--- config.mk ---
export PLATFORM = sky130hd
export DESIGN_NAME = dpb_front
export DESIGN_NICKNAME = d
export VERILOG_FILES = /design/src/dpb_pkg.sv /design/src/dpb_front.sv
export SDC_FILE = /design/constraint.sdc
export NUM_CORES = 1
export LEC_CHECK = 0
export BUFFER_PORTS_ARGS = -buffer_cell sky130_fd_sc_hd__buf_4
export CORE_AREA = 2 2 115 117
export DETAILED_ROUTE_END_ITERATION = 10
export DIE_AREA = 0 0 117 119
export GPL_ROUTABILITY_DRIVEN = 0
export PLACE_DENSITY = 0.93
export SYNTH_ARGS = -nofsm -noshare
export SYNTH_HDL_FRONTEND = slang
export SYNTH_SLANG_ARGS = --single-unit
export TNS_END_PERCENT = 30
--- constraint.sdc ---
create_clock -name clk_i -period 3.1 [get_ports clk_i]
set_clock_uncertainty 0.1 [all_clocks]
set_input_delay 0.62 -clock clk_i [delete_from_list [all_inputs] [get_ports clk_i]]
set_output_delay 0.62 -clock clk_i [all_outputs]
set_load 0.01 [all_outputs]
--- src/dpb_pkg.sv ---
// Shared constants, configuration types and register codes for the depth back-projection block.
`default_nettype none

package dpb_pkg;

  // Default parameter values
  localparam int unsigned DPB_COORD_BITS = 12;
  localparam int unsigned DPB_FRAC_BITS  = 16;

  // Fixed field widths
  localparam int unsigned CENTRE_W    = 16;
  localparam int unsigned INV_W       = 24;
  localparam int unsigned DEPTH_W     = 16;
  localparam int unsigned FIRST_COL_W = 12;
  localparam int unsigned COLOR_W     = 8;
  localparam int unsigned RGB_W       = 3 * COLOR_W;
  localparam int unsigned XY_W        = 32;
  localparam int unsigned Z_W         = 31;

  // Fixed-point layout: reciprocals are Q0.24, centre is in 1/16 pixel
  localparam int unsigned RAW_FRAC    = 24;
  localparam int unsigned SUBPIX_BITS = 4;
  localparam int unsigned ZF_W        = DEPTH_W + INV_W;

  // Result word layout: {red, green, blue, z, y, x}
  localparam int unsigned OUT_X_LSB = 0;
  localparam int unsigned OUT_Y_LSB = XY_W;
  localparam int unsigned OUT_Z_LSB = 2 * XY_W;
  localparam int unsigned OUT_B_LSB = 2 * XY_W + Z_W;
  localparam int unsigned OUT_G_LSB = OUT_B_LSB + COLOR_W;
  localparam int unsigned OUT_R_LSB = OUT_G_LSB + COLOR_W;
  localparam int unsigned OUT_W     = 2 * XY_W + Z_W + RGB_W;

  // Configuration port
  localparam int unsigned CFG_IDX_W  = 3;
  localparam int unsigned CFG_DATA_W = 24;

  // Buffering and pipeline depth
  localparam int unsigned MID_DEPTH = 4;
  localparam int unsigned OUT_DEPTH = 8;
  localparam int unsigned OCC_W     = $clog2(OUT_DEPTH + 1);
  localparam int unsigned LANE_LAT  = 6;

  typedef enum logic [CFG_IDX_W-1:0] {
    REG_PRINCIPAL_X     = 3'd0,
    REG_PRINCIPAL_Y     = 3'd1,
    REG_INV_FOCAL_X     = 3'd2,
    REG_INV_FOCAL_Y     = 3'd3,
    REG_INV_DEPTH_SCALE = 3'd4,
    REG_MAX_DEPTH_RAW   = 3'd5,
    REG_FIRST_COLUMN    = 3'd6
  } reg_idx_e;

  typedef struct packed {
    logic [CENTRE_W-1:0]    principal_x;
    logic [CENTRE_W-1:0]    principal_y;
    logic [INV_W-1:0]       inv_focal_x;
    logic [INV_W-1:0]       inv_focal_y;
    logic [INV_W-1:0]       inv_depth_scale;
    logic [DEPTH_W-1:0]     max_depth_raw;
    logic [FIRST_COL_W-1:0] first_column;
  } cfg_t;

  localparam cfg_t CFG_RESET = '{
    principal_x:     16'd5208,
    principal_y:     16'd4056,
    inv_focal_x:     24'd32388,
    inv_focal_y:     24'd32326,
    inv_depth_scale: 24'd9321,
    max_depth_raw:   16'd9000,
    first_column:    12'd60
  };

endpackage

`default_nettype wire

--- src/dpb_front.sv ---
// Front end: configuration registers and the pixel keep/drop decision.
`default_nettype none

module dpb_front
  import dpb_pkg::*;
#(
  parameter int unsigned COORD_BITS = DPB_COORD_BITS
) (
  input  wire logic                                   clk_i,
  input  wire logic                                   rst_ni,
  // configuration writes
  input  wire logic                                   cfg_valid_i,
  input  wire logic [CFG_IDX_W-1:0]                   cfg_index_i,
  input  wire logic [CFG_DATA_W-1:0]                  cfg_data_i,
  output logic                                        cfg_ready_o,
  output cfg_t                                        cfg_o,
  // incoming pixel
  input  wire logic                                   push_i,
  input  wire logic                                   full_i,
  input  wire logic [COORD_BITS-1:0]                  column_i,
  input  wire logic [COORD_BITS-1:0]                  row_i,
  input  wire logic [DEPTH_W-1:0]                     depth_raw_i,
  input  wire logic [COLOR_W-1:0]                     blue_i,
  input  wire logic [COLOR_W-1:0]                     green_i,
  input  wire logic [COLOR_W-1:0]                     red_i,
  // to the work queue
  output logic                                        q_push_o,
  output logic [2*COORD_BITS+DEPTH_W+RGB_W-1:0]       q_data_o
);

  localparam int unsigned FW = (COORD_BITS > FIRST_COL_W) ? COORD_BITS : FIRST_COL_W;
  localparam logic [FW:0]   ONE_SH = (FW + 1)'(1) << COORD_BITS;
  localparam logic [FW-1:0] CMASK  = FW'(ONE_SH - 1'b1);

  cfg_t          cfg_q, cfg_d;
  logic [FW-1:0] col_w, first_w;
  logic          keep;

  assign cfg_ready_o = 1'b1;
  assign cfg_o       = cfg_q;

  // Register write decode; unknown indexes are ignored
  always_comb begin
    cfg_d = cfg_q;
    if (cfg_valid_i) begin
      unique case (reg_idx_e'(cfg_index_i))
        REG_PRINCIPAL_X:     cfg_d.principal_x     = cfg_data_i[CENTRE_W-1:0];
        REG_PRINCIPAL_Y:     cfg_d.principal_y     = cfg_data_i[CENTRE_W-1:0];
        REG_INV_FOCAL_X:     cfg_d.inv_focal_x     = cfg_data_i[INV_W-1:0];
        REG_INV_FOCAL_Y:     cfg_d.inv_focal_y     = cfg_data_i[INV_W-1:0];
        REG_INV_DEPTH_SCALE: cfg_d.inv_depth_scale = cfg_data_i[INV_W-1:0];
        REG_MAX_DEPTH_RAW:   cfg_d.max_depth_raw   = cfg_data_i[DEPTH_W-1:0];
        REG_FIRST_COLUMN:    cfg_d.first_column    = cfg_data_i[FIRST_COL_W-1:0];
        default: ;
      endcase
    end
  end

  always_ff @(posedge clk_i or negedge rst_ni) begin
    if (!rst_ni) begin
      cfg_q <= CFG_RESET;
    end else begin
      cfg_q <= cfg_d;
    end
  end

  // Drop pixels left of the first column, without depth, or too far away
  assign col_w   = FW'(column_i);
  assign first_w = FW'(cfg_q.first_column) & CMASK;
  assign keep    = (col_w >= first_w) && (depth_raw_i != '0) &&
                   (depth_raw_i <= cfg_q.max_depth_raw);

  assign q_push_o = push_i && !full_i && keep;
  assign q_data_o = {red_i, green_i, blue_i, depth_raw_i, row_i, column_i};

endmodule

`default_nettype wire

## Yosys cells after proc, flatten, opt, wreduce, memory -nomap -nowiden

Cells that the tools add are included.
W data, S select, Z words.

| word-level totals | value |
|---|---|
| bits in registers | 132 |
| bits of input ports | 96 |
| output and inout bits | 198 |
| word-level logic and storage cells | 29 |

| operators by class | value |
|---|---|
| magnitude comparators | 2 |
| equality and inequality tests | 6 |
| reductions and logical operators | 14 |

Operators with widths:

| cell | number |
|---|---|
| $le A16 B16 Y1 | 1 |
| $reduce_bool A16 Y1 | 1 |
| $reduce_and A2 Y1 | 7 |
| $ge A12 B12 Y1 | 1 |
| $eq A3 B3 Y1 const B | 3 |
| $eq A3 B2 Y1 const B | 2 |
| $logic_and A1 B1 Y1 | 4 |
| $eq A3 B1 Y1 const B | 1 |
| $logic_not A3 Y1 | 1 |
| $logic_not A1 Y1 | 1 |

## Logic depth before layout (Yosys ltp)

Gate-level depths: netlist (run 1).

| depth | value |
|---|---|
| depth in word-level cells | 4 |
| mapped depth | 7 |
| gate-level depth less buffers | 7 |

## Worst setup path before layout (run 1)

Ideal clock, no wire load.

| path | value |
|---|---|
| kind | input-to-output |
| from | input column_i[0] |
| to | output q_push_o |
| arrival | 1.833 ns |
| required time | 2.380 ns |
| setup slack | 0.547 ns |
| cell stages on the path | 7 |
| buffers on the path | 0 |
| cells stage by stage | inv_1 ha_1 nand2b_1 a2111oi_0 nor4_1 o41ai_1 nor3_1 |

| on the way | value |
|---|---|
| cells in the longest elaborated chain, start to end | 4 |

RTL lines:

| what | line | text |
|---|---|---|
| start: declaration | dpb_front.sv:20 | `input wire logic [COORD_BITS-1:0] column_i,` |
| $ge A12 B12 Y1 | dpb_front.sv:70 | `assign keep = (col_w >= first_w) && (depth_raw_i != '0) &&` |
| $logic_and A1 B1 Y1 (2 in series) | dpb_front.sv:70 |  |
| $logic_and A1 B1 Y1 | dpb_front.sv:73 | `assign q_push_o = push_i && !full_i && keep;` |
| end: declaration | dpb_front.sv:27 | `output logic q_push_o,` |

Every way passes these cells.

## Worst setup path in the final report (run 1)

| path | value |
|---|---|
| from | register cfg_q, in the netlist cfg_o[17] |
| to | output q_push_o |

| on the way | value |
|---|---|
| cells in the longest elaborated chain, start to end | 3 |

RTL lines:

| what | line | text |
|---|---|---|
| start: declaration | dpb_front.sv:35 | `cfg_t cfg_q, cfg_d;` |
| start signal: assignment | dpb_front.sv:63 | `cfg_q <= cfg_d;` |
| $le A16 B16 Y1 | dpb_front.sv:71 | `(depth_raw_i <= cfg_q.max_depth_raw);` |
| $logic_and A1 B1 Y1 | dpb_front.sv:70 |  |
| $logic_and A1 B1 Y1 | dpb_front.sv:73 |  |

Every way passes these cells.

==> results of run 1 <==
-- how the worst max path moves through the flow --
stage                 from       end  slack [ns]
2_1_floorplan  column_i[0]  q_push_o        0.55
3_3_place_gp   column_i[0]  q_push_o       -0.18
3_5_place_dp   column_i[0]  q_push_o       -0.06
4_1_cts         first_w[0]  q_push_o       0.002
5_1_grt          cfg_o[17]  q_push_o       0.007
6_report         cfg_o[17]  q_push_o        0.06
-- flip-flops by register name (all words and copies together) (netlist names) --
signal,cells
first_w,12
cfg_o,120
-- worst reg2reg max path, cell delays in order, from the launching register on --
cell and delay (ns):
dfrtp_1 0.39, buf_4 0.15, mux2_2 0.27
-- kinds of logic after synthesis --
logic type                 count (synthesis)
AOI/OAI and AO/OA                         20
and+or+nand+nor                           34
muxes                                    132
adders and majority gates                 28
DFF                                      132
buffers and inverters                    106
other                                      1
-- final cells by class --
type | count | area [um2]
repair buffers | 235 | 1780
inverters | 29 | 108.9
flip-flops and latches | 132 | 3359
clock buffers | 27 | 483.0
multi-input cells | 215 | 2399
fillers | 919 | 4447
clock inverters | 5 | 77.57
well taps | 176 | 220.2
-- repair_timing --
item | CTS | global route
hold buffers | 0 | 0
setup buffers | 2 | 5
setup endpoints to repair | 1 | 1
gates resized for setup | 7 | 12
pin swaps | 6 | 11
-- metal layers --
layer,global-route usage (%),share of wire (%)
met1,29.36,38
met2,40.72,50
met3,9.771,9.0
met4,10.15,2.6
met5,0,0
-- per-stage QoR --
stage	worst slack [ns]	instances
finish	0.06153	819
global route	0.006672	819
CTS	0.001700	814
detailed placement	-0.05818	781
global placement	-0.1815	781
floorplan	0.5468	453
-- power groups by stage --
stage	sequential (mW)	clock, mW	combinational [mW]
2_1_floorplan	2.61	0	0.646
3_3_place_gp	2.45	0	1.61
3_5_place_dp	2.48	0	1.68
4_1_cts	2.46	1.95	1.72
5_1_grt	2.50	2.03	1.89
6_report	2.46	1.91	1.76
-- cell usage in the layout (no fill, tap or decap), types with 2 or more instances in the layout --
cell type  count
a21o_1         2
a21oi_1        8
a21oi_2        2
buf_4        233
bufinv_16      2
clkbuf_1       8
clkbuf_16     17
clkbuf_8       2
clkinv_2       2
dfrtp_1       87
dfstp_2       45
ha_1          25
ha_4           3
inv_1         29
mux2_2       121
mux2_4        10
nand2_1        4
nand2b_4       2
nand3_1        3
nand4_1        6
nand4b_2       2
nor2b_1        2
nor3_2         2
nor3_4         2
nor3b_4        2
nor4_1         4
==> results.tsv, run 1 <==
metric	value	unit
Arr. time, crit path	2.32	ns
Distinct cells, synth	35	
vias in the first global route	4628	
Ant. Diodes	0	
P_int	4.415	mW
R2R depth	2	
xor/xnor share of the synthesized area	0	%
CTS Buffer Depth	2	
Tcrit/Tclk final	98.02	%
WHS	0.07092	ns
worst r2r dst	first_w[0]	
syn avg cell area	13.97	um2
first-pass GRT wire length	25540	um
critical path type	flip-flop to output pin	
area grow syn2layout	33.20	%
post-synthesis async set-or-reset flop share	100.0	%
R2R setup slack	2.07	ns
Worst path top cell family by delay	compound AO/OA/AOI/OAI gates	
drt pass-1 iters	7	
drt drc	0	
CTS Sinks	132	
design area	0.008428	mm2
top_reg_cell synth	dfrtp_1	
CP max stage cell	dfstp_2	
Sw Share	27.99	%
peak supply drop	0.0004832	V
PD cells	727.4	mW/mm2
part of the power in combinational logic	28.7	%
DP HPWL	12870	um
Worst Path Buf+Inv	2	
WL final	17310	um
RSZ-0062 raised after global routing	no	
status	finished clean	
total grt overflow	0	
Slew headroom	30.36	%
DIE AREA	0.01392	mm2
Mapped Cells	453	
mapped cell area	0.006327	mm2
fraction of layout cells with a size suffix above 1	71.07	%
critical-path cell list	inv_1 -> ha_4 -> nand4_1 -> a2111o_1 -> a21oi_2 -> nor3_2 -> buf_4	
Initial DRC Count	174	
Yosys warning total	0	
max_cap viols	0	
Net Count, Synth	577	
Layout Nets	754	
Leakage Power	4.018	nW
final slew viol count	0	
clk_lat worst skew	0.41	ns
DIE WIDTH	117	um
Buffers on Ports	220	
ANT nets after route	0	
total CTS buffers	17	
post-synthesis sequential area ratio	53.09	%
io pins	294	
DR vias/cell	5.288	
main combinational cell family by area after synthesis	multiplexers	
Yosys top cell by area	dfrtp_1	
# rows	42	
total track usage	24.99	%
FF+latch count, synth	132	
area share of the largest cell type after synthesis	34.41	%
clock power share	31.2	%
clk root buf	clkbuf_16	
element type at the critical path end	output pin	
Finished Core Util	65.46	%
min Tclk post-route	3.038	ns
share of power burned in registers	40.1	%
worst hold path type	primary input to async pin	
CP startpoint kind	flip-flop	
initial core utilization	49.14	%
EDFF count, synth	0	
most frequent cell after synthesis	mux2_2	
clock tree from TritonCTS	done	
mux share of post-synthesis cell area	24.09	%
H-tree Lvls	4	
core area	0.01287	mm2
post-place instance area	0.007700	mm2
routed length per instance	21.13	um
Least-Margin Pin Slew	1.041	ns
post-route setup TNS	0	ns
most area-consuming cells after synthesis	dfrtp_1 34%, mux2_2 22%, dfstp_2 19%	
largest fanout on the critical path	3	
worst path required time	2.38	ns
largest net degree at the start of global routing	62	
Worst path depth	7	
Die Y	119	um
post-synthesis compound-gate area fraction	2.076	%
most frequent cells after synthesis	121 x mux2_2, 87 x dfrtp_1, 68 x buf_4, 45 x dfstp_2, 29 x inv_1	
Critical Path Max Stage Delay	0.54	ns
Total Power	6.131	mW
fmax	329.1	MHz
Vias	4331	
simple-gate portion of the synthesized area	4.212	%
R2R Path Start	first_w[0]	
NetSw	1.716	mW
clock-pin slew on the worst setup and hold paths	0.05	ns
antenna violations before repair	0	
Final Hold Vio Count	0	
# setup viols final	0	
post-synthesis adder-cell area fraction	5.537	%
(Power assumes the default switching activity.)
==> run 2: changes to the inputs <==
Settings changed: CELL_PAD_IN_SITES_DETAIL_PLACEMENT set to 1, CELL_PAD_IN_SITES_GLOBAL_PLACEMENT set to 2, CORE_AREA 2 2 115 117 to 2 2 144 146, DIE_AREA 0 0 117 119 to 0 0 146 148, PLACE_DENSITY 0.93 to 0.89.
==> run 2 against run 1 <==
Against the previous run:
- critical endpoint unchanged
- combinational power about the same
- critical path depth unchanged
- maximum frequency decreased by 1.3%
- worst setup slack got worse by 0.040 ns
==> results.tsv, run 2 (same netlist as run 1, synthesis figures left out) <==
metric	value	unit
fraction of layout cells with a size suffix above 1	71.00	%
clk_lat worst skew	0.41	ns
Leakage Power	3.979	nW
Finished Core Util	42.12	%
antenna violations before repair	0	
design area	0.008441	mm2
# rows	52	
first-pass GRT wire length	29020	um
RSZ-0062 raised after global routing	yes	
largest net degree at the start of global routing	76	
Buffers on Ports	220	
commonest non-fill, non-tap cell in the layout	buf_4	
CTS Sinks	132	
initial core utilization	31.57	%
worst hold path type	primary input to async pin	
drt pass-1 iters	4	
WHS	0.1240	ns
fillcell total	2166	
vias in the first global route	4897	
Worst Path Buf+Inv	2	
PD cells	705.1	mW/mm2
H-tree Lvls	4	
Initial DRC Count	100	
max_cap viols	0	
post-place instance area	0.007838	mm2
DIE AREA	0.02161	mm2
GR Layer Usage met2	32.05	%
CTS Buffer Depth	2	
Least-Margin Pin Slew	1.045	ns
drt drc	0	
Final Hold Vio Count	0	
# setup viols final	0	
clock tree from TritonCTS	done	
status	finished clean	
Slew headroom	30.05	%
busiest grt layer	met2	
area grow syn2layout	33.40	%
io pins	294	
total grt overflow	0	
most frequent cells in the layout	227 x buf_4, 121 x mux2_2, 87 x dfrtp_1	
global routing usage on met1	19.10	%
Register Area	0.003359	mm2
total track usage	17.60	%
GR Util met3	6.574	%
final slew viol count	0	
Die Y	148	um
element type at the critical path end	output pin	
DP HPWL	14440	um
Arr. time, crit path	2.36	ns
Layout Nets	749	
peak supply drop	0.0003514	V
DIE WIDTH	146	um
clock-pin slew on the worst setup and hold paths	0.06	ns
routed length per instance	20.81	um
max reg flops	120	
WL final	18900	um
worst path required time	2.38	ns
clk root buf	clkbuf_16	
Critical Path Max Stage Delay	0.54	ns
Vias	4235	
ANT nets after route	0	
DR vias/cell	4.664	
CP max stage cell	dfstp_2	
core area	0.02004	mm2
total CTS buffers	17	
critical path type	flip-flop to output pin	
Tcrit/Tclk final	99.31	%
fmax	324.8	MHz
CP startpoint kind	flip-flop	
critical-path cell list	inv_2 -> ha_4 -> nand4_1 -> nor4_4 -> a21oi_1 -> nor3_1 -> buf_4	
Worst path top cell family by delay	simple AND/OR/NAND/NOR gates	
Multi-input gate area	0.002357	mm2
min Tclk post-route	3.079	ns
Ant. Diodes	0	
largest fanout on the critical path	3	
-- run 2: cell types whose count changed in the layout (fill, tap and decap cells not counted), sizes merged --
cell / before / now
bufinv: 2 / 0
buf: 235 / 230
clkinvlp: 1 / 2
clkbuf: 27 / 19
clkinv: 2 / 11
-- run 2: worst register-to-register path, delay by kind of cell, from the launching register on --
| family | cells | cell delay (ns) |
|---|---|---|
| flip-flops | 1 | 0.39 |
| multiplexers | 1 | 0.25 |
| buffers and inverters | 1 | 0.14 |
-- run 2: timing repair --
action                                  in CTS  in global routing
pin swaps                                    5                  6
endpoints found under the setup margin       1                  1
gates resized for setup                     10                  4
buffers inserted                             1                  1
hold buffers                                 0                  0
-- run 2: per-layer routing --
layer,vias up,wire [um]
met5,-,0
met3,33,1447
li1,1866,-
met4,0,329
met1,2171,7156
met2,165,9965
-- run 2: power breakdown --
group / internal, mW / switching (mW)
registers: 2.20 / 0.243
logic: 0.963 / 0.775
clock network: 1.02 / 0.755
total: 4.18 / 1.77
-- run 2: path summary, 6_finish.rpt --
path	slack, ns	cells after the start	to	start
worst min register to register	0.40	1	cfg_o[97]	cfg_o[97]
min in group clk_i	0.35	2	cfg_o[97]	cfg_data_i[21]
worst min-delay path	0.12	1	cfg_o[129]	rst_ni
max in group asynchronous	1.96	2	cfg_o[110]	rst_ni
worst max register to register	2.10	2	first_w[0]	first_w[0]
worst max-delay path	0.02	7	q_push_o	cfg_o[25]
-- run 2: layout make-up --
type,count,share of cell area (%)
clock buffers,19,5.129
clock inverters,13,1.052
inverters,29,1.290
multi-input cells,215,27.93
flip-flops and latches,132,39.80
well taps,270,4.002
repair buffers,230,20.80
-- run 2: per-stage QoR --
stage                     setup slack (ns)  cells  setup TNS (ns)  power (mW)
final                              0.02144    908               0       5.951
after global routing               -0.1168    908         -0.1168       6.272
after CTS                         0.008432    907               0       6.020
after detailed placement           -0.1632    876         -0.1632       4.190
after global placement             -0.2655    876         -0.2655       4.103
after floorplan                     0.5468    453               0       3.255
