### src/dpb_fifo.sv
// Small first-in first-out buffer built from a register array.
`default_nettype none

module dpb_fifo #(
  parameter int unsigned WIDTH = 8,
  parameter int unsigned DEPTH = 4
) (
  input  wire logic             clk_i,
  input  wire logic             rst_ni,
  input  wire logic             push_i,
  input  wire logic [WIDTH-1:0] data_i,
  input  wire logic             pop_i,
  output logic      [WIDTH-1:0] data_o,
  output logic                  full_o,
  output logic                  empty_o
);

  localparam int unsigned PTR_W = (DEPTH > 1) ? $clog2(DEPTH) : 1;
  localparam int unsigned CNT_W = $clog2(DEPTH + 1);

  logic [WIDTH-1:0] mem_q [DEPTH];
  logic [PTR_W-1:0] wr_ptr_q, wr_ptr_d;
  logic [PTR_W-1:0] rd_ptr_q, rd_ptr_d;
  logic [CNT_W-1:0] count_q, count_d;
  logic             do_push, do_pop;

  assign full_o  = (count_q == CNT_W'(DEPTH));
  assign empty_o = (count_q == '0);
  assign do_push = push_i && !full_o;
  assign do_pop  = pop_i && !empty_o;
  assign data_o  = mem_q[rd_ptr_q];

  // Pointer and fill count update
  always_comb begin
    wr_ptr_d = wr_ptr_q;
    rd_ptr_d = rd_ptr_q;
    if (do_push) begin
      wr_ptr_d = (wr_ptr_q == PTR_W'(DEPTH - 1)) ? '0 : wr_ptr_q + 1'b1;
    end
    if (do_pop) begin
      rd_ptr_d = (rd_ptr_q == PTR_W'(DEPTH - 1)) ? '0 : rd_ptr_q + 1'b1;
    end
    count_d = count_q + CNT_W'(do_push) - CNT_W'(do_pop);
  end

  always_ff @(posedge clk_i or negedge rst_ni) begin
    if (!rst_ni) begin
      wr_ptr_q <= '0;
      rd_ptr_q <= '0;
      count_q  <= '0;
    end else begin
      wr_ptr_q <= wr_ptr_d;
      rd_ptr_q <= rd_ptr_d;
      count_q  <= count_d;
    end
  end

  // Storage, no reset needed
  always_ff @(posedge clk_i) begin
    if (do_push) begin
      mem_q[wr_ptr_q] <= data_i;
    end
  end

endmodule

`default_nettype wire

### config.mk
export PLATFORM = sky130hd
export DESIGN_NAME = dpb_fifo
export DESIGN_NICKNAME = d
export VERILOG_FILES = /design/src/dpb_fifo.sv
export SDC_FILE = /design/constraint.sdc
export NUM_CORES = 1
export LEC_CHECK = 0
export ABC_CLOCK_PERIOD_IN_PS = 2400
export BUFFER_PORTS_ARGS = -buffer_cell sky130_fd_sc_hd__buf_2
export CORE_ASPECT_RATIO = 1.75
export CORE_MARGIN = 10
export CORE_UTILIZATION = 45
export CTS_BUF_LIST = sky130_fd_sc_hd__clkbuf_4
export DETAILED_ROUTE_END_ITERATION = 8
export PLACE_DENSITY = 0.76
export SLEW_MARGIN = 20
export SYNTH_ARGS = -nofsm -noshare
export SYNTH_HDL_FRONTEND = slang
export SYNTH_SLANG_ARGS = --single-unit
### constraint.sdc
create_clock -name clk_i -period 2.4 [get_ports clk_i]
set_input_delay 0.24 -clock clk_i [delete_from_list [all_inputs] [get_ports clk_i]]
set_output_delay 0.24 -clock clk_i [all_outputs]
set_load 0.02 [all_outputs]
# Yosys cells after proc, flatten, opt, wreduce, memory -nomap -nowiden
# Memory sizes are Yosys's and may differ from the RTL's.
# Cells that the tools add are included.
[word_totals]
reg_bits = 7
ramBits = 32
inputBits = 12
out_inout_bits = 10
word_cells = 20
memories = 1
[mem_list]
columns = ["name", "words", "width", "read_ports", "rd_clocked_by_memory_dff", "write_ports", "line", "source"]
rows = [
  ["mem_q", 4, 8, 1, 0, 1, "21", "logic [WIDTH-1:0] mem_q [DEPTH];"],
]
[classes]
addsub = 4
eq_ne = 3
mux = 4
reduce_logical = 5
[op_table]
columns = ["cell", "count"]
rows = [
  ["2-bit by 1-bit adder with 2-bit output (second input constant)", 2],
  ["2-bit equality test (second input constant)", 2],
  ["2-bit two-way mux", 2],
  ["3-bit by 1-bit adder with 3-bit output", 1],
  ["3-bit equality test (second input constant)", 1],
  ["3-bit zero test", 1],
  ["3-bit by 1-bit subtractor with 3-bit output", 1],
  ["1-bit logical AND", 2],
  ["1-bit zero test", 2],
  ["1-bit two-way mux", 2],
]

# Longest topological paths before layout
# Gate-level depths: netlist of run 1.
[depth]
depth_word = 5
ltp_mapped = 9

# Worst setup path before layout of run 1
# Ideal clock, no wire load.
[synth_timing]
kind = "flip-flop to flip-flop"
startpoint = "reg count_q[1]"
endpoint = "reg count_q[2]"
setup_ps = 123
arrival_ps = 2361
required_ps = 2277
path_slack_ps = -84
path_stages_with_launch = 10
path_cell_list = "dfrtp_1 -> nor3_1 -> nand2b_4 -> inv_1 -> ha_1 -> inv_1 -> ha_1 -> fa_1 -> xnor2_1 -> xnor2_1"
[synth_between]
word_cells_on_any_way = 8
cone_classes = "2 x add/sub; 1 x eq/ne; 5 x reduce/logical"
[synth_rtl]
columns = ["element", "line", "source"]
rows = [
  ["start: declaration", "24", "logic [CNT_W-1:0] count_q, count_d;"],
  ["start signal: assignment", "54", "count_q <= count_d;"],
  ["3-bit zero test", "28", "assign empty_o = (count_q == '0);"],
  ["named net empty_o", "15", "output logic empty_o"],
  ["1-bit zero test", "30", "assign do_pop = pop_i && !empty_o;"],
  ["1-bit logical AND", "30", ""],
  ["named net do_pop", "25", "logic do_push, do_pop;"],
  ["3-bit by 1-bit subtractor with 3-bit output", "43", "count_d = count_q + CNT_W'(do_push) - CNT_W'(do_pop);"],
  ["named net count_d[2]", "24", ""],
]
# The timed path passes the listed nets, and every way through them passes these cells.
# A chain may end at the register's enable or synchronous reset.

# Worst setup path in the final report of run 1
[layout_timing]
startpoint = "reg count_q[1]"
endpoint = "reg count_q[2]"
[layout_between]
word_cells_on_any_way = 8
cone_classes = "2 x add/sub; 1 x eq/ne; 5 x reduce/logical"
[layout_rtl]
columns = ["element", "line"]
rows = [
  ["3-bit zero test", "28"],
  ["1-bit zero test", "30"],
  ["1-bit logical AND", "30"],
  ["named net do_pop", "25"],
  ["3-bit by 1-bit subtractor with 3-bit output", "43"],
  ["named net count_d[2]", "24"],
]
# The timed path passes the listed nets, and every way through them passes these cells.

==> results.yml, run 1 <==
run_status:
  status: "completed"
placed_design:
  pre_cts_slack_ns: 0.168
  dpl.cell_count: 146
  buffer_ports.inserted: 21
  dp_hpwl_um: 1920
  postPlaceCellArea_um2: 1770
  place.gp.congestion: 0.659
synthesis:
  synth_nets: 101
  distinct_cell_type_count_after_synthesis: 19
  synth_seq_area_share_pct: 70.9
  yosys-top-cells-area: "sky130_fd_sc_hd__edfxtp_1 (60%), sky130_fd_sc_hd__mux4_2 (11%), sky130_fd_sc_hd__dfrtp_1 (11%)"
  synth_largest_area_cell: "sky130_fd_sc_hd__edfxtp_1"
  synthesis_warning_total: 0
  syn-instance-count: 81
  avgSynthCellArea_um2: 19.8
  synth-seq-cells: 39
  synth.cell_area_um2: 1600
  synth_top_area_share_pct: 60.0
floorplanning:
  vertical_die_dimension_um: 99.0
  initial_core_util_pct: 47.2
  die-width_um: 65.1
  floorplan.io_pins: 22
  floorplan_die_area_um2: 6440
  placement_rows: 28
  core_um2: 3400
timing:
  worst_slew_margin_rel_pct: 61.1
  max_slew.worst_pin.slew_ns: 0.584
  finalSetupViolations: 0
  totalNegativeSetupSlack_ns: 0
  timing_hold_violations_final: 0
  finalClockSkew_ns: 0.0102
  grt_setup_unrepaired: "no"
  finalCritPeriodShare_pct: 95.0
  postLayoutSetupSlackWorst_ns: 0.121
  whs_ns: 0.108
  maxSlewViolCount: 0
  finalCriticalPeriod_ns: 2.28
  fmax_mhz: 439
critical_path:
  end_kind: "flop"
  timing.critical_path.from_type: "flop"
  critical_path_slowest_stage_cell: "sky130_fd_sc_hd__dfrtp_1"
  crit_arrival_ns: 2.55
  critPathKind: "reg2reg"
  slowest_delay_ns: 0.45
  critPathMaxFanout: 3
  critPathRequiredTime_ns: 2.67
  crit_path_cell_trace: "nor3_2 > nand2b_4 > inv_1 > ha_1 > inv_1 > ha_1 > fa_1 > xnor2_2 > xnor2_1"
layout:
  area_delta_synth_final_pct: 15.0
  most_frequent_cells_in_the_layout: "sky130_fd_sc_hd__edfxtp_1 (32), sky130_fd_sc_hd__buf_2 (21), sky130_fd_sc_hd__mux4_2 (8)"
  antenna_diode_count: 0
  stdcell_area_um2: 1840
  n_fill_cell: 293
  final_util_pct: 54.2
  layout.cells.most_common: "sky130_fd_sc_hd__edfxtp_1"
  final_net_count: 129
  stdcell_count: 155
  drive_above_1_share_pct: 41.8
global_route:
  antenna_found_initial: 0
  grt_use_total_pct: 9.28
  grt_pass1_vias: 944
  grt_max_degree: 12
  gr-total-overflow: 0
  wire_length_of_the_first_global_routing_pass_um: 4430
clocking:
  tritoncts: "done"
  clock_tree.buffer_depth: 2
  clock_latency_late_sink_ns: 0.35
  clock_tree.htree_level_count: 2
  sink_count_of_the_clock_tree: 39
  clk_pin_slew_worst_paths_ns: 0.11
  cts_root_buf: "sky130_fd_sc_hd__clkbuf_4"
  numCtsBuffers: 5
power:
  fin_total_pwr_mw: 2.21
  switchingPower_uw: 766
  power_frac_clock_pct: 15.1
  power.sequential.fraction_pct: 48.4
  worst_ir_drop_vdd_uv: 679
  p_per_area_nw_per_um2: 1200
  switching_portion_of_total_power_pct: 34.6
  total_leakage_power_nw: 0.713
  power.share.combinational_pct: 36.4
  internal_power_mw: 1.45
routing:
  antenna_left: 0
  detailroute.via_count: 785
  route.detailed.vias_per_inst: 5.06
  route.detailed.wl_per_inst_um: 16.9
  drt_drc_violations_left: 0
  finalWirelength_um: 2620
  detail_route.first_pass.iterations: 4
  drt_iter0_markers: 15
worst_hold_path:
  hold_path_class: "in2reg"
run:
  max-cap-violations: 0
## worst paths after layout
| path | cells past startpoint | slack (ns) | from | endpoint |
|---|---|---|---|---|
| worst min register to register | 1 | 0.63 | wr_ptr_q[0] | wr_ptr_q[0] |
| worst max register to register | 9 | 0.12 | count_q[1] | count_q[2] |
| worst min-delay path | 1 | 0.11 | data_i[5] | mem_q[0][5] |
| worst max-delay path | 9 | 0.12 | count_q[1] | count_q[2] |
| min in group asynchronous | 2 | 0.24 | rst_ni | count_q[0] |
| max in group asynchronous | 2 | 1.99 | rst_ni | wr_ptr_q[0] |
## per-layer routing
layer	GRT usage, %	share of wire (%)
met1	8.78	38
met5	0	0
met4	5.46	2.6
met2	15.2	52
met3	5.10	7.7
## cell families (layout without fill, tap and decap cells)
group,Yosys count,count (layout),share of synthesized area [%]
flops,39,39,70.9
mux,11,11,13.6
simple gates,11,11,5.15
buf+inv,9,38,2.19
fa+ha+maj,8,8,6.71
xor+xnor,2,2,1.09
compound gates,1,1,0.391
## registers in the layout, summed over array words and instances, names as in the netlist
signal,cells
mem_q,32
count_q,3
rd_ptr_q,2
wr_ptr_q,2
## synth_stat cells
library cell / instances
sky130_fd_sc_hd__ha_1: 7
sky130_fd_sc_hd__nor3_1: 1
sky130_fd_sc_hd__edfxtp_1: 32
sky130_fd_sc_hd__nor3b_4: 1
sky130_fd_sc_hd__and2_1: 4
sky130_fd_sc_hd__xnor2_1: 2
sky130_fd_sc_hd__inv_1: 7
sky130_fd_sc_hd__nor2_1: 2
sky130_fd_sc_hd__nand2b_4: 1
sky130_fd_sc_hd__mux2_4: 1
sky130_fd_sc_hd__nor2b_2: 1
sky130_fd_sc_hd__mux2_2: 2
sky130_fd_sc_hd__buf_2: 1
sky130_fd_sc_hd__fa_1: 1
sky130_fd_sc_hd__nand2_1: 1
sky130_fd_sc_hd__mux4_2: 8
sky130_fd_sc_hd__o22ai_1: 1
sky130_fd_sc_hd__dfrtp_1: 7
sky130_fd_sc_hd__clkbuf_1: 1
## timing repair
item                                   4_1_cts  5_1_grt
endpoints found under the hold margin        7        0
setup endpoints to repair                    0        1
hold buffers                                 1        0
buffers inserted                             0        0
resized for setup                            0        1
## layout make-up
class | instances | area, µm² | share of cell area [%]
clock buffer | 7 | 52.6 | 2.85
tap | 45 | 56.3 | 3.05
clock inverter | 1 | 5.00 | 0.272
inverter | 7 | 26.3 | 1.43
sequential | 39 | 1140 | 61.6
timing repair buffer | 23 | 123 | 6.65
multi-input combinational | 33 | 444 | 24.1
## worst max-delay path, delay by kind of cell (launching register included)
family	cells	cell delay, ns
fa+ha+maj	3	0.86
flops	1	0.45
simple gates	2	0.44
xor+xnor	2	0.34
buf+inv	2	0.09
## power groups by stage
| stage | clock, mW | sequential (mW) | combinational, mW |
|---|---|---|---|
| floorplan | 0 | 0.993 | 0.645 |
| global placement | 0 | 1.07 | 0.756 |
| detailed placement | 0 | 1.09 | 0.800 |
| CTS | 0.344 | 1.08 | 0.806 |
| global route | 0.371 | 1.10 | 0.885 |
| finish | 0.335 | 1.07 | 0.806 |
No activity file was read; power rests on OpenSTA's default activity.
==> run 2: changes to the inputs <==
--- a/config.mk
+++ b/config.mk
@@ -9,10 +9,10 @@
 export BUFFER_PORTS_ARGS = -buffer_cell sky130_fd_sc_hd__buf_2
 export CORE_ASPECT_RATIO = 1.75
 export CORE_MARGIN = 10
-export CORE_UTILIZATION = 45
+export CORE_UTILIZATION = 35
 export CTS_BUF_LIST = sky130_fd_sc_hd__clkbuf_4
 export DETAILED_ROUTE_END_ITERATION = 8
-export PLACE_DENSITY = 0.76
+export PLACE_DENSITY = 0.64
 export SLEW_MARGIN = 20
 export SYNTH_ARGS = -nofsm -noshare
 export SYNTH_HDL_FRONTEND = slang
==> run 2 against run 1 <==
Effect of this change:
- critical path type unchanged
- die area grew 21%
- total power rose by 1.5%
- routed wire length is 2.0% lower
- critical endpoint unchanged
==> results.yml, run 2 (synthesized netlist as in run 1, its figures left out) <==
clocking:
  numCtsBuffers: 5
  clock_tree.buffer_depth: 2
  cts-resized-gates: 0
  ctsHoldBuffers: 1
  postCtsSetupRepairBufs: 0
  tritoncts: "done"
  clock_latency_late_sink_ns: 0.33
  cts_root_buf: "sky130_fd_sc_hd__clkbuf_4"
  sink_count_of_the_clock_tree: 39
  clock_tree.htree_level_count: 2
  clk_pin_slew_worst_paths_ns: 0.11
global_route:
  grt_max_degree: 12
  antenna_found_initial: 0
  grt_use_total_pct: 7.09
  wire_length_of_the_first_global_routing_pass_um: 4190
  gr-total-overflow: 0
  grt_pass1_vias: 900
critical_path:
  critPathMaxFanout: 7
  timing.critical_path.from_type: "flop"
  end_kind: "flop"
  slowest_delay_ns: 0.43
  cell_depth_of_the_worst_flop_to_flop_path: 9
  crit_path_cell_trace: "nor3b_4 > nor2b_2 > inv_1 > ha_1 > inv_1 > ha_1 > fa_1 > xnor2_1 > xnor2_1"
  critPathKind: "reg2reg"
  crit_arrival_ns: 2.44
  critPathRequiredTime_ns: 2.65
  critical_path_slowest_stage_cell: "sky130_fd_sc_hd__dfrtp_1"
placed_design:
  dp_hpwl_um: 1930
  buffer_ports.inserted: 21
  place.gp.congestion: 0.705
  pre_cts_slack_ns: 0.230
power:
  power_frac_clock_pct: 18.5
  switchingPower_uw: 730
  worst_ir_drop_vdd_uv: 787
  switching_portion_of_total_power_pct: 32.5
  p_per_area_nw_per_um2: 1210
  power.share.combinational_pct: 34.0
  internal_power_mw: 1.52
  power.sequential.fraction_pct: 47.5
  total_leakage_power_nw: 0.709
  fin_total_pwr_mw: 2.25
layout:
  layout.cells.most_common: "sky130_fd_sc_hd__edfxtp_1"
  layout_top_registers: "mem_q: 32 flops, count_q: 3 flops"
  drive_above_1_share_pct: 39.8
  area_delta_synth_final_pct: 15.6
  final_net_count: 128
  antenna_diode_count: 0
  n_fill_cell: 422
  final_util_pct: 42.1
  largest_register: "mem_q"
  most_frequent_cells_in_the_layout: "sky130_fd_sc_hd__edfxtp_1 (32), sky130_fd_sc_hd__buf_2 (21), sky130_fd_sc_hd__mux4_2 (8)"
  largest_register_ff_count: 32
routing:
  finalWirelength_um: 2570
  detailroute.via_count: 797
  detail_route.first_pass.iterations: 4
  drt_drc_violations_left: 0
  route.detailed.vias_per_inst: 5.01
  drt_iter0_markers: 33
  route.detailed.wl_per_inst_um: 16.1
  antenna_left: 0
run_status:
  status: "completed"
timing:
  postLayoutSetupSlackWorst_ns: 0.218
  max_slew.worst_pin.slew_ns: 0.591
  grt_setup_unrepaired: "no"
  maxSlewViolCount: 0
  finalClockSkew_ns: 0.0101
  timing_hold_violations_final: 0
  finalCritPeriodShare_pct: 90.9
  fmax_mhz: 458
  totalNegativeSetupSlack_ns: 0
  finalSetupViolations: 0
  whs_ns: 0.110
  finalCriticalPeriod_ns: 2.18
  worst_slew_margin_rel_pct: 60.6
floorplanning:
  floorplan_die_area_um2: 7790
  vertical_die_dimension_um: 110
  die-width_um: 71.2
  initial_core_util_pct: 36.4
  placement_rows: 32
  floorplan.io_pins: 22
  core_um2: 4400
run:
  max-cap-violations: 0
worst_hold_path:
  min_path_cells: 1
  hold_path_class: "in2reg"
-- run 2: path summary, 6_finish.rpt --
check / startpoint / endpoint / slack [ns]
setup / recovery: count_q[2] / count_q[2] / 0.22
hold / removal: data_i[3] / mem_q[0][3] / 0.11
setup reg to reg: count_q[2] / count_q[2] / 0.22
hold reg to reg: wr_ptr_q[0] / wr_ptr_q[0] / 0.63
max in group asynchronous: rst_ni / rd_ptr_q[0] / 1.97
min in group asynchronous: rst_ni / wr_ptr_q[0] / 0.26
-- run 2: worst max-delay path: cells and delay by family (launching register included) --
kind                     cells  cell delay [ns]
buffers and inverters        2             0.12
flip-flops                   1             0.43
adder cells (fa/ha/maj)      3             0.84
XOR/XNOR                     2             0.31
AND/OR/NAND/NOR              2             0.42
-- run 2: stage by stage --
stage                     instances  instance area [µm²]
after floorplan                  81                 1610
after global placement          151                 1770
after detailed placement        151                 1770
after CTS                       159                 1850
after global routing            159                 1850
final                           159                 1850
-- run 2: layout make-up --
class / count / area (µm²) / share of cell area (%)
clock buffers: 6 / 45.0 / 2.43
clock inverters: 1 / 30.0 / 1.62
inverters: 7 / 26.3 / 1.42
multi-input cells: 33 / 437 / 23.6
flip-flops and latches: 39 / 1140 / 61.3
well taps: 51 / 63.8 / 3.44
repair buffers: 22 / 115 / 6.21
-- run 2: power groups by stage --
stage | logic (mW) | registers, mW | clock network (mW)
floorplan | 0.645 | 0.993 | 0
global placement | 0.768 | 1.08 | 0
detailed placement | 0.790 | 1.10 | 0
CTS | 0.793 | 1.08 | 0.428
global route | 0.859 | 1.10 | 0.450
finish | 0.764 | 1.07 | 0.416
-- run 2: layer usage --
metal / track usage (%) / vias to the layer above / share of wire, %
li1: - / 355 / -
met1: 5.88 / 411 / 33
met2: 13.7 / 25 / 58
met3: 2.80 / 6 / 6.4
met4: 3.75 / 0 / 2.6
met5: 0 / - / 0
==> run 3: changes to the inputs <==
--- a/config.mk
+++ b/config.mk
@@ -13,6 +13,7 @@
 export CTS_BUF_LIST = sky130_fd_sc_hd__clkbuf_4
 export DETAILED_ROUTE_END_ITERATION = 8
 export PLACE_DENSITY = 0.64
+export RECOVER_POWER = 100
 export SLEW_MARGIN = 20
 export SYNTH_ARGS = -nofsm -noshare
 export SYNTH_HDL_FRONTEND = slang
==> run 3 against run 2 <==
Effect of this change:
- non-clock buffer count unchanged
- clock skew increased by 0.0042 ns
- fmax down 0.69%
- largest cell class unchanged
- flip-flop and latch count stayed put
- global-route usage is the same
- sequential share of layout area rose by 1.2 points
- utilization down 0.80 points
- total power decreased by 1.9%
- final area fell by 1.9%
- first-iteration DRC count is 30% lower
- setup slack got worse by 0.015 ns
==> results.yml, run 3 (synthesized netlist as in run 1, its figures left out) <==
run_status:
  status: "completed"
worst_hold_path:
  worst_hold_startpoint: "data_i[3]"
  whs_endpoint: "mem_q[0][3]"
  hold_path_class: "in2reg"
  min_path_cells: 1
timing:
  worst_slew_margin_rel_pct: 58.7
  grt_setup_unrepaired: "no"
  whs_ns: 0.145
  finalCriticalPeriod_ns: 2.20
  finalSetupViolations: 0
  totalNegativeSetupSlack_ns: 0
  maxSlewViolCount: 0
  max_slew.worst_pin.slew_ns: 0.619
  timing_hold_violations_final: 0
  fmax_mhz: 455
  finalClockSkew_ns: 0.0143
  finalCritPeriodShare_pct: 91.5
placed_design:
  dp_hpwl_um: 1930
  place.gp.congestion: 0.705
  dpl.cell_count: 151
  buffer_ports.inserted: 21
critical_path:
  critPathMaxFanout: 7
  crit-reg2reg-capture: "count_q[2]"
  end_kind: "flop"
  timing.critical_path.from_type: "flop"
  crit_arrival_ns: 2.45
  critPathKind: "reg2reg"
  timing.critical_path.from: "count_q[2]"
  regToRegSetupSlack_ns: 0.20
  worstReg2RegStart: "count_q[2]"
  critPathRequiredTime_ns: 2.65
  cell_depth_of_the_worst_flop_to_flop_path: 9
clocking:
  clock_tree.htree_level_count: 2
  sink_count_of_the_clock_tree: 39
  cts-resized-gates: 0
  numCtsBuffers: 5
  cts_root_buf: "sky130_fd_sc_hd__clkbuf_4"
  tritoncts: "done"
  clock_latency_late_sink_ns: 0.34
  clk_pin_slew_worst_paths_ns: 0.12
  clock_tree.buffer_depth: 2
global_route:
  grt_max_degree: 12
  grt_use_total_pct: 7.09
  antenna_found_initial: 0
  wire_length_of_the_first_global_routing_pass_um: 4190
  gr-total-overflow: 0
  grt_pass1_vias: 900
layout:
  antenna_diode_count: 0
  layout_top_registers: "mem_q: 32 flops, count_q: 3 flops"
  largest_register: "mem_q"
  final_net_count: 128
  drive_above_1_share_pct: 21.3
  most_frequent_cells_in_the_layout: "sky130_fd_sc_hd__edfxtp_1 (32), sky130_fd_sc_hd__clkbuf_1 (19), sky130_fd_sc_hd__mux4_2 (8)"
  area_delta_synth_final_pct: 13.4
  stdcell_count: 159
  layout.cells.most_common: "sky130_fd_sc_hd__edfxtp_1"
  largest_register_ff_count: 32
floorplanning:
  floorplan_die_area_um2: 7790
  vertical_die_dimension_um: 110
  initial_core_util_pct: 36.4
  placement_rows: 32
  floorplan.io_pins: 22
  die-width_um: 71.2
  core_um2: 4400
run:
  max-cap-violations: 0
routing:
  route.detailed.wl_per_inst_um: 16.1
  antenna_left: 0
  finalWirelength_um: 2570
  route.detailed.vias_per_inst: 4.99
  detail_route.first_pass.iterations: 4
  drt_iter0_markers: 23
  detailroute.via_count: 794
  drt_drc_violations_left: 0
power:
  p_per_area_nw_per_um2: 1210
  total_leakage_power_nw: 0.645
  worst_ir_drop_vdd_uv: 765
  fin_total_pwr_mw: 2.20
run 3: changes by cell type in the layout (fill, tap and decap cells not counted):
cell                       delta
sky130_fd_sc_hd__and2_0       +4
sky130_fd_sc_hd__and2_1       -4
sky130_fd_sc_hd__nor3b_1      +1
sky130_fd_sc_hd__nor3b_4      -1
sky130_fd_sc_hd__buf_2       -19
sky130_fd_sc_hd__clkbuf_1    +19
run 3: metal layers:
metal	vias up	routed length [µm]	track usage, %
met5	-	0	0
met4	0	65	3.75
met3	6	125	2.80
met2	19	1500	13.7
met1	412	877	5.88
li1	357	-	-
run 3: report_power, final:
part | switching [mW] | total, mW | internal (mW) | leakage (nW)
sequential | 0.142 | 1.06 | 0.915 | 0.376
clock | 0.193 | 0.419 | 0.226 | 0.0417
combinational | 0.392 | 0.727 | 0.334 | 0.228
total | 0.728 | 2.20 | 1.48 | 0.645
run 3: per-stage QoR:
step | setup slack, ns | util [%] | instance area, µm²
finish | 0.203 | 41.3 | 1820
global placement | 0.308 | 40.1 | 1770
floorplan | 0.140 | - | 1610
CTS | 0.189 | 42.1 | 1850
global route | 0.0249 | 41.3 | 1820
detailed placement | 0.230 | 40.1 | 1770
run 3: cell type report:
cell class | count | area [µm²]
multi-input combinational | 33 | 425
fill | 430 | 2590
inverter | 7 | 26.3
tap | 51 | 63.8
timing repair buffer | 22 | 91.3
clock inverter | 1 | 30.0
sequential | 39 | 1140
clock buffer | 6 | 45.0
run 3: how the worst max path moves through the flow:
stage	to	slack [ns]	cells past startpoint
after global routing	count_q[2]	0.02	9
final	count_q[2]	0.20	9
after global placement	count_q[2]	0.31	9
after detailed placement	count_q[2]	0.23	9
after CTS	count_q[2]	0.19	9
after floorplan	count_q[2]	0.14	9
run 3: worst max-delay path, stage by stage (launching register included):
cell,delay [ns]
sky130_fd_sc_hd__dfrtp_1,0.42
sky130_fd_sc_hd__nor3b_1,0.18
sky130_fd_sc_hd__nor2b_2,0.26
sky130_fd_sc_hd__inv_1,0.08
sky130_fd_sc_hd__ha_1,0.28
sky130_fd_sc_hd__inv_1,0.04
sky130_fd_sc_hd__ha_1,0.18
sky130_fd_sc_hd__fa_1,0.38
sky130_fd_sc_hd__xnor2_1,0.17
sky130_fd_sc_hd__xnor2_1,0.14
run 3: repair_timing:
action | 4_1_cts | 5_1_grt
setup buffers | 0 | 0
endpoints found under the hold margin | 7 | 0
hold buffers | 1 | 0
